### config.mk
export PLATFORM = sky130hd
export DESIGN_NAME = lambda_expression_tokenizer_unit
export DESIGN_NICKNAME = d
export VERILOG_FILES = /design/src/rtl/lxtok_pkg.sv /design/src/rtl/lxtok_core.sv /design/src/rtl/lxtok_queue.sv /design/src/rtl/lambda_expression_tokenizer_unit.sv
export VERILOG_INCLUDE_DIRS = /design/src /design/src/rtl
export SDC_FILE = /design/constraint.sdc
export NUM_CORES = 1
export LEC_CHECK = 0
export BUFFER_PORTS_ARGS = -buffer_cell sky130_fd_sc_hd__buf_2
export CAP_MARGIN = 20
export CELL_PAD_IN_SITES_DETAIL_PLACEMENT = 1
export CELL_PAD_IN_SITES_GLOBAL_PLACEMENT = 1
export CORE_AREA = 8 8 179 139
export CTS_CLUSTER_SIZE = 14
export DETAILED_ROUTE_END_ITERATION = 7
export DIE_AREA = 0 0 187 147
export PLACE_DENSITY_LB_ADDON = 0.2
export SETUP_SLACK_MARGIN = 0.5
export SYNTH_ARGS = -nofsm -noshare
export SYNTH_HDL_FRONTEND = slang
export SYNTH_SLANG_ARGS = --single-unit
### constraint.sdc
create_clock -name clk -period 9.3 [get_ports clk]
set_clock_uncertainty 0.15 [all_clocks]
set_input_delay 1.86 -clock clk [delete_from_list [all_inputs] [get_ports clk]]
set_output_delay 1.86 -clock clk [all_outputs]
set_load 0.01 [all_outputs]
### src/rtl/assert_macros.svh
// Assertion macros shared by the tokenizer RTL.
`ifndef ASSERT_MACROS_SVH
`define ASSERT_MACROS_SVH

// Check a property on every clock edge outside reset.
`define LXT_ASSERT(lbl, prop, msg) \
  lbl: assert property (@(posedge clk) disable iff (rst) prop) else $error(msg);

// Check a property on every clock edge, reset included.
`define LXT_ASSERT_ALWAYS(lbl, prop, msg) \
  lbl: assert property (@(posedge clk) prop) else $error(msg);

`endif

### src/rtl/lxtok_pkg.sv
// Types, byte codes and byte classifier for the lambda expression tokenizer.
package lxtok_pkg;

  localparam int POSITION_BITS = 16;
  localparam int FIELD_BITS    = 16;
  localparam int QUEUE_DEPTH   = 4;

  localparam logic [7:0] CH_NUL    = 8'h00;
  localparam logic [7:0] CH_TAB    = 8'h09;
  localparam logic [7:0] CH_CR     = 8'h0D;
  localparam logic [7:0] CH_SPACE  = 8'h20;
  localparam logic [7:0] CH_LPAREN = 8'h28;
  localparam logic [7:0] CH_RPAREN = 8'h29;
  localparam logic [7:0] CH_DOT    = 8'h2E;
  localparam logic [7:0] CH_ZERO   = 8'h30;
  localparam logic [7:0] CH_NINE   = 8'h39;
  localparam logic [7:0] CH_EQUAL  = 8'h3D;
  localparam logic [7:0] CH_LAMBDA = 8'h4C;

  typedef enum logic [3:0] {
    CLS_END, CLS_SPACE, CLS_DOT, CLS_DIGIT, CLS_LAMBDA,
    CLS_OTHER, CLS_LPAREN, CLS_RPAREN, CLS_EQUAL
  } cls_t;

  typedef enum logic [1:0] {
    RUN_NONE, RUN_SPACE, RUN_DIGIT, RUN_SYMBOL
  } run_t;

  typedef enum logic [3:0] {
    TK_END, TK_SPACE, TK_DOT, TK_SYMBOL, TK_LAMBDA,
    TK_LPAREN, TK_RPAREN, TK_ASSIGN, TK_ERROR
  } tok_kind_t;

  typedef struct packed {
    tok_kind_t               kind;
    logic [FIELD_BITS-1:0]   start;
    logic [FIELD_BITS-1:0]   length;
    logic                    last;
  } token_t;

  // Up to two tokens caused by one input word.
  typedef struct packed {
    logic [1:0] count;
    token_t     tok0;
    token_t     tok1;
  } tok_pair_t;

  function automatic cls_t classify(input logic [7:0] b);
    cls_t c;
    unique case (b) inside
      CH_NUL:                  c = CLS_END;
      CH_DOT:                  c = CLS_DOT;
      CH_LPAREN:               c = CLS_LPAREN;
      CH_RPAREN:               c = CLS_RPAREN;
      CH_LAMBDA:               c = CLS_LAMBDA;
      CH_EQUAL:                c = CLS_EQUAL;
      CH_SPACE, [CH_TAB:CH_CR]: c = CLS_SPACE;
      [CH_ZERO:CH_NINE]:       c = CLS_DIGIT;
      default:                 c = CLS_OTHER;
    endcase
    return c;
  endfunction

endpackage

### src/rtl/lxtok_core.sv
// Run tracking and token generation: one input word in, up to two tokens out.
`include "assert_macros.svh"

module lxtok_core #(
  parameter int POSITION_BITS = lxtok_pkg::POSITION_BITS
) (
  input  logic                  clk,
  input  logic                  rst,
  input  logic                  fire,
  input  logic [7:0]            ch,
  output lxtok_pkg::tok_pair_t  pair
);

  lxtok_pkg::run_t            run_kind, run_kind_next;
  logic [POSITION_BITS-1:0]   run_start, run_start_next;
  logic [POSITION_BITS-1:0]   position, position_next;
  logic [POSITION_BITS-1:0]   run_len;
  lxtok_pkg::cls_t            cls;
  logic                       cont, err, pend, own;
  lxtok_pkg::tok_kind_t       pend_kind, own_kind;
  lxtok_pkg::token_t          pend_tok, own_tok;
  logic [lxtok_pkg::FIELD_BITS-1:0] pos16;

  assign cls     = lxtok_pkg::classify(ch);
  assign run_len = position - run_start;
  assign pos16   = lxtok_pkg::FIELD_BITS'(position);

  always_comb begin
    cont      = 1'b0;
    err       = 1'b0;
    pend      = 1'b0;
    pend_kind = lxtok_pkg::TK_SYMBOL;
    unique case (run_kind)
      lxtok_pkg::RUN_SPACE: begin
        if (cls == lxtok_pkg::CLS_SPACE) cont = 1'b1;
        else begin
          pend      = 1'b1;
          pend_kind = lxtok_pkg::TK_SPACE;
        end
      end
      lxtok_pkg::RUN_DIGIT: begin
        if (cls == lxtok_pkg::CLS_DIGIT) cont = 1'b1;
        else if (cls == lxtok_pkg::CLS_OTHER) err = 1'b1;
        else pend = 1'b1;
      end
      lxtok_pkg::RUN_SYMBOL: begin
        if (cls == lxtok_pkg::CLS_OTHER || cls == lxtok_pkg::CLS_DIGIT ||
            cls == lxtok_pkg::CLS_LAMBDA) cont = 1'b1;
        else pend = 1'b1;
      end
      default: ;
    endcase
  end

  always_comb begin
    own      = 1'b1;
    own_kind = lxtok_pkg::TK_ASSIGN;
    unique case (cls)
      lxtok_pkg::CLS_END:    own_kind = lxtok_pkg::TK_END;
      lxtok_pkg::CLS_DOT:    own_kind = lxtok_pkg::TK_DOT;
      lxtok_pkg::CLS_LAMBDA: own_kind = lxtok_pkg::TK_LAMBDA;
      lxtok_pkg::CLS_LPAREN: own_kind = lxtok_pkg::TK_LPAREN;
      lxtok_pkg::CLS_RPAREN: own_kind = lxtok_pkg::TK_RPAREN;
      lxtok_pkg::CLS_EQUAL:  own_kind = lxtok_pkg::TK_ASSIGN;
      default:               own = 1'b0;  // space, digit and other open a run
    endcase
    if (cont) own = 1'b0;
    if (err) begin
      own      = 1'b1;
      own_kind = lxtok_pkg::TK_ERROR;
    end
  end

  always_comb begin
    pend_tok.kind   = pend_kind;
    pend_tok.start  = lxtok_pkg::FIELD_BITS'(run_start);
    pend_tok.length = lxtok_pkg::FIELD_BITS'(run_len);
    pend_tok.last   = ~own;
    own_tok.kind    = own_kind;
    own_tok.start   = pos16;
    own_tok.length  = lxtok_pkg::FIELD_BITS'(1);
    own_tok.last    = 1'b1;

    pair.count = {1'b0, pend} + {1'b0, own};
    pair.tok0  = pend ? pend_tok : own_tok;
    pair.tok1  = own_tok;
  end

  always_comb begin
    run_kind_next  = run_kind;
    run_start_next = run_start;
    position_next  = (position != '1) ? position + 1'b1 : position;
    if (!cont) begin
      run_kind_next = lxtok_pkg::RUN_NONE;
      if (!err) begin
        unique case (cls)
          lxtok_pkg::CLS_END: begin
            run_start_next = '0;
            position_next  = '0;
          end
          lxtok_pkg::CLS_SPACE: begin
            run_kind_next  = lxtok_pkg::RUN_SPACE;
            run_start_next = position;
          end
          lxtok_pkg::CLS_DIGIT: begin
            run_kind_next  = lxtok_pkg::RUN_DIGIT;
            run_start_next = position;
          end
          lxtok_pkg::CLS_OTHER: begin
            run_kind_next  = lxtok_pkg::RUN_SYMBOL;
            run_start_next = position;
          end
          default: ;
        endcase
      end
    end
  end

  always_ff @(posedge clk) begin
    if (rst) begin
      run_kind  <= lxtok_pkg::RUN_NONE;
      run_start <= '0;
      position  <= '0;
    end else if (fire) begin
      run_kind  <= run_kind_next;
      run_start <= run_start_next;
      position  <= position_next;
    end
  end

  `LXT_ASSERT(a_end_clears_pos, fire && (cls == lxtok_pkg::CLS_END) |=> position == '0,
              "end byte did not reset position")
  `LXT_ASSERT_ALWAYS(a_pair_last, (pair.count == 2'd2) |-> (!pair.tok0.last && pair.tok1.last),
              "last flag misplaced on token pair")
  `LXT_ASSERT(a_start_le_pos, run_start <= position,
              "run start beyond position")

endmodule

### src/rtl/lxtok_queue.sv
// Small token queue that takes up to two tokens a cycle while it has room for two and returns one.
`include "assert_macros.svh"

module lxtok_queue (
  input  logic                  clk,
  input  logic                  rst,
  input  logic                  push,
  input  lxtok_pkg::tok_pair_t  pair,
  output logic                  space,
  output logic                  out_valid,
  input  logic                  out_ready,
  output lxtok_pkg::token_t     head_tok
);

  localparam int DEPTH    = lxtok_pkg::QUEUE_DEPTH;
  localparam int PTR_BITS = $clog2(DEPTH);
  localparam int CNT_BITS = $clog2(DEPTH + 1);

  lxtok_pkg::token_t     entries [DEPTH];
  logic [PTR_BITS-1:0]   head, tail0, tail1;
  logic [CNT_BITS-1:0]   count, count_next, push_n;
  logic                  pop;

  assign space     = (count <= CNT_BITS'(DEPTH - 2));
  assign out_valid = (count != '0);
  assign head_tok  = entries[head];
  assign pop       = out_valid & out_ready;
  assign push_n    = push ? CNT_BITS'(pair.count) : '0;
  assign tail0     = head + PTR_BITS'(count);
  assign tail1     = tail0 + 1'b1;
  assign count_next = count + push_n - CNT_BITS'(pop);

  always_ff @(posedge clk) begin
    if (rst) begin
      head  <= '0;
      count <= '0;
    end else begin
      count <= count_next;
      if (pop) head <= head + 1'b1;
    end
  end

  // Payload needs no reset.
  always_ff @(posedge clk) begin
    if (push && pair.count != 2'd0) entries[tail0] <= pair.tok0;
    if (push && pair.count == 2'd2) entries[tail1] <= pair.tok1;
  end

  `LXT_ASSERT(a_no_overflow, count <= CNT_BITS'(DEPTH), "token queue overflow")
  `LXT_ASSERT(a_push_room, push_n != '0 |-> count <= CNT_BITS'(DEPTH - 2),
              "push without room for two tokens")

endmodule

### src/rtl/lambda_expression_tokenizer_unit.sv
// Top level of the lambda expression tokenizer.
// A token is registered in a four-entry token queue when its byte is accepted
// and is offered from the queue head in order. Throughput: one byte per cycle
// while the queue has room for two tokens; a byte's two tokens leave singly.
// Reset (rst, synchronous): no open run, position zero, queue empty.
module lambda_expression_tokenizer_unit #(
  parameter int POSITION_BITS = lxtok_pkg::POSITION_BITS
) (
  input  logic        clk,
  input  logic        rst,
  input  logic        in_valid,
  output logic        in_ready,
  input  logic [7:0]  ch,
  output logic        out_valid,
  input  logic        out_ready,
  output logic [3:0]  token_kind,
  output logic [15:0] token_start,
  output logic [15:0] token_length,
  output logic        last
);

  lxtok_pkg::tok_pair_t pair;
  lxtok_pkg::token_t    head_tok;
  logic                 fire;

  assign fire = in_valid & in_ready;

  lxtok_core #(.POSITION_BITS(POSITION_BITS)) u_core (
    .clk  (clk),
    .rst  (rst),
    .fire (fire),
    .ch   (ch),
    .pair (pair)
  );

  lxtok_queue u_queue (
    .clk       (clk),
    .rst       (rst),
    .push      (fire),
    .pair      (pair),
    .space     (in_ready),
    .out_valid (out_valid),
    .out_ready (out_ready),
    .head_tok  (head_tok)
  );

  assign token_kind   = head_tok.kind;
  assign token_start  = head_tok.start;
  assign token_length = head_tok.length;
  assign last         = head_tok.last;

endmodule
==> qor.txt <==
Outcome: completed
Post-place setup slack: 2110 ps
Post-Syn Nets: 890
Actual slew at the worst max-slew pin: 1140 ps
Critical path data required time: 9510 ps
Post-synthesis cell count: 854
Initial Util: 43.5%
Post-synth top area share: 24.8%
Seq/Total Area, Yosys: 47.3%
Final worst-path cycle share: 72.6%
Core area: 0.0223 mm2
Crit-path max FO: 53
Post-Syn Area: 0.00969 mm2
Critical Path Source Type: input port
FMAX: 148 MHz
Vias per inst: 6.37
Area leader, netlist: edfxtp_1
Fin. Hold Viols: 0
CP Class: input port to flop
I/O Pins: 51
Static Leak: 3.76 nW
Most frequent cells in the layout: dfxtp_1 (107), edfxtp_1 (80), nor2_1 (58), o2bb2ai_1 (56), buf_2 (50)
Number of detailed-route iterations in the first pass: 6
Synth-to-Final Area Change: 11.0%
CTS sink cnt: 189
Rel. slew slack: 24.0%
Global Route Usage Sum: 21.2%
Global placement routability congestion: 0.852
CTS hold repair buffers: 0
HPWL Detailed: 19900 um
Layout cells sized above 1: 18.2%
Max-Cap Viols: 0
Pwr dens: 243 mW/mm2
Floorplan row count: 48
EDFF count, synth: 80
Worst hold path type: flop to flop
Yosys warning count: 0
WL final: 29500 um
Synth top area cells: edfxtp_1 (25%), dfxtp_1 (23%), mux4_2 (8.6%)
Synth Flop Type: dfxtp_1
Diodes inserted: 0
Finish-stage setup viols: 0
Num CTS Buffers: 17
# DRC: 0
Skew-Pair Late Insertion Delay: 450 ps
Vias in the first global route: 7864
Total grt overflow: 0
Die width: 187 um
Commonest non-fill, non-tap cell in the layout: dfxtp_1
CTS tree: built
Worst-path clk slew: 80 ps
Hold slack: 312 ps
Core Util, Final: 48.3%
Maximum vdd drop: 0.000181 V
Clk root buf: clkbuf_16
Yosys reg bits: 189
Syn avg cell area: 11.4 um2
Final max-slew violation count: 0
Via count: 7548
Iteration-0 DRC Markers: 784
First-pass GRT wire length: 46100 um
DRT antenna net count: 0
CP Capture Type: flop
PortBufs: 50
RSZ-0062 raised after global routing: false
Worst setup margin: 2550 ps
Post-synthesis async set-or-reset flop share: 0%
Final Critical Period: 6750 ps
Post-CTS setup buffer count: 0
Worst EP arrival: 6960 ps
Clock buffer depth: 2
Setup TNS: 0 ps
# H-tree levels: 4
Distinct cells, synth: 75
Nets: 908
DIE AREA: 0.0275 mm2
Largest net degree at the start of global routing: 54
Post-CTS sizing: 0
Antenna violations before repair: 1
Die Y-Extent: 147 um
DR WL/cell: 24.9 um
## through the flow
stage	instances	instance area (um2)	power (W)
floorplan	854	9690	0.00159
global placement	1150	10100	0.00183
detailed placement	1150	10100	0.00187
CTS	1182	10700	0.00261
global route	1185	10800	0.00274
finish	1185	10800	0.00262
## final timing paths
check	start	end	slack, ps	cells after the start
max	ch[0]	u_queue.entries[3][0]$_SDFFE_PP1P_	2550	13
min	u_queue.entries[3][10]$_SDFFE_PP0P_	u_queue.entries[3][10]$_SDFFE_PP0P_	310	2
max reg2reg	u_core.run_kind[1]$_SDFFE_PP0P_	u_queue.entries[3][0]$_SDFFE_PP1P_	4090	12
min reg2reg	u_queue.entries[3][10]$_SDFFE_PP0P_	u_queue.entries[3][10]$_SDFFE_PP0P_	310	2
## per-layer routing
| metal | global-route usage (%) | share of wire, % |
|---|---|---|
| met4 | 3.80 | 0.67 |
| met5 | 0 | 0 |
| met1 | 28.6 | 46 |
| met3 | 3.43 | 5.3 |
| met2 | 35.9 | 48 |
## cell usage after synthesis, types with 3 or more instances
| master | n |
|---|---|
| o21a_1 | 6 |
| nand4b_1 | 4 |
| nor2_1 | 58 |
| or2_2 | 5 |
| nor3_1 | 17 |
| nand3_1 | 11 |
| a211o_1 | 3 |
| a21oi_1 | 28 |
| nand2b_1 | 6 |
| o21ai_0 | 30 |
| o22a_1 | 3 |
| a31oi_1 | 6 |
| a21o_1 | 6 |
| xnor2_1 | 14 |
| a22o_1 | 19 |
| o2bb2ai_1 | 56 |
| buf_1 | 3 |
| o211a_1 | 5 |
| or3_1 | 5 |
| a32o_1 | 48 |
| inv_1 | 33 |
| and2_1 | 6 |
| clkbuf_1 | 46 |
| o21ai_2 | 4 |
| nand2_1 | 36 |
| a22oi_1 | 4 |
| mux4_2 | 37 |
| dfxtp_1 | 109 |
| o31ai_1 | 9 |
| xor2_1 | 13 |
| buf_4 | 11 |
| ha_1 | 22 |
| nand4_1 | 14 |
| and4_1 | 8 |
| nor2b_1 | 9 |
| buf_6 | 4 |
| buf_2 | 5 |
| and3_1 | 8 |
| a211oi_1 | 13 |
| o31ai_2 | 4 |
| edfxtp_1 | 80 |
## cell families after synthesis
kind of cell / synth area share [%]
fa+ha+maj: 3.25
mux: 8.94
compound gates: 22.4
simple gates: 10.9
flops: 47.3
xor+xnor: 2.44
buf+inv: 4.79
## worst max-delay path: stages
cell and delay [ps]:
buf_2 170, or4b_1 540, a21oi_2 190, o21ai_2 170
mux2i_2 750, or2_1 240, buf_4 490, ha_1 430
nand4b_1 280, a21o_1 520, inv_1 950, nor2_1 140
a21oi_1 190
## power by group
| group | switching, W | total (W) | internal (W) |
|---|---|---|---|
| clock | 0.000364 | 0.000751 | 0.000387 |
| combinational | 0.000525 | 0.000836 | 0.000311 |
| sequential | 0.0000582 | 0.00103 | 0.000973 |
| total | 0.000948 | 0.00262 | 0.00167 |
## area by class of cell
cell class	instances	area, um2
fillers	2361	11500
clock inverters	14	174
inverters	34	128
clock buffers	18	429
multi-input cells	562	4650
flip-flops and latches	189	4590
well taps	300	375
repair buffers	68	425
## sequential cells by signal, summed over array words and instances (netlist names), named ones only
signal / count
u_queue.count: 3
u_core.run_start: 16
u_queue.entries: 148
u_core.pos16: 16
u_queue.head: 2
u_core.run_kind: 2
(Power assumes the default switching activity.)
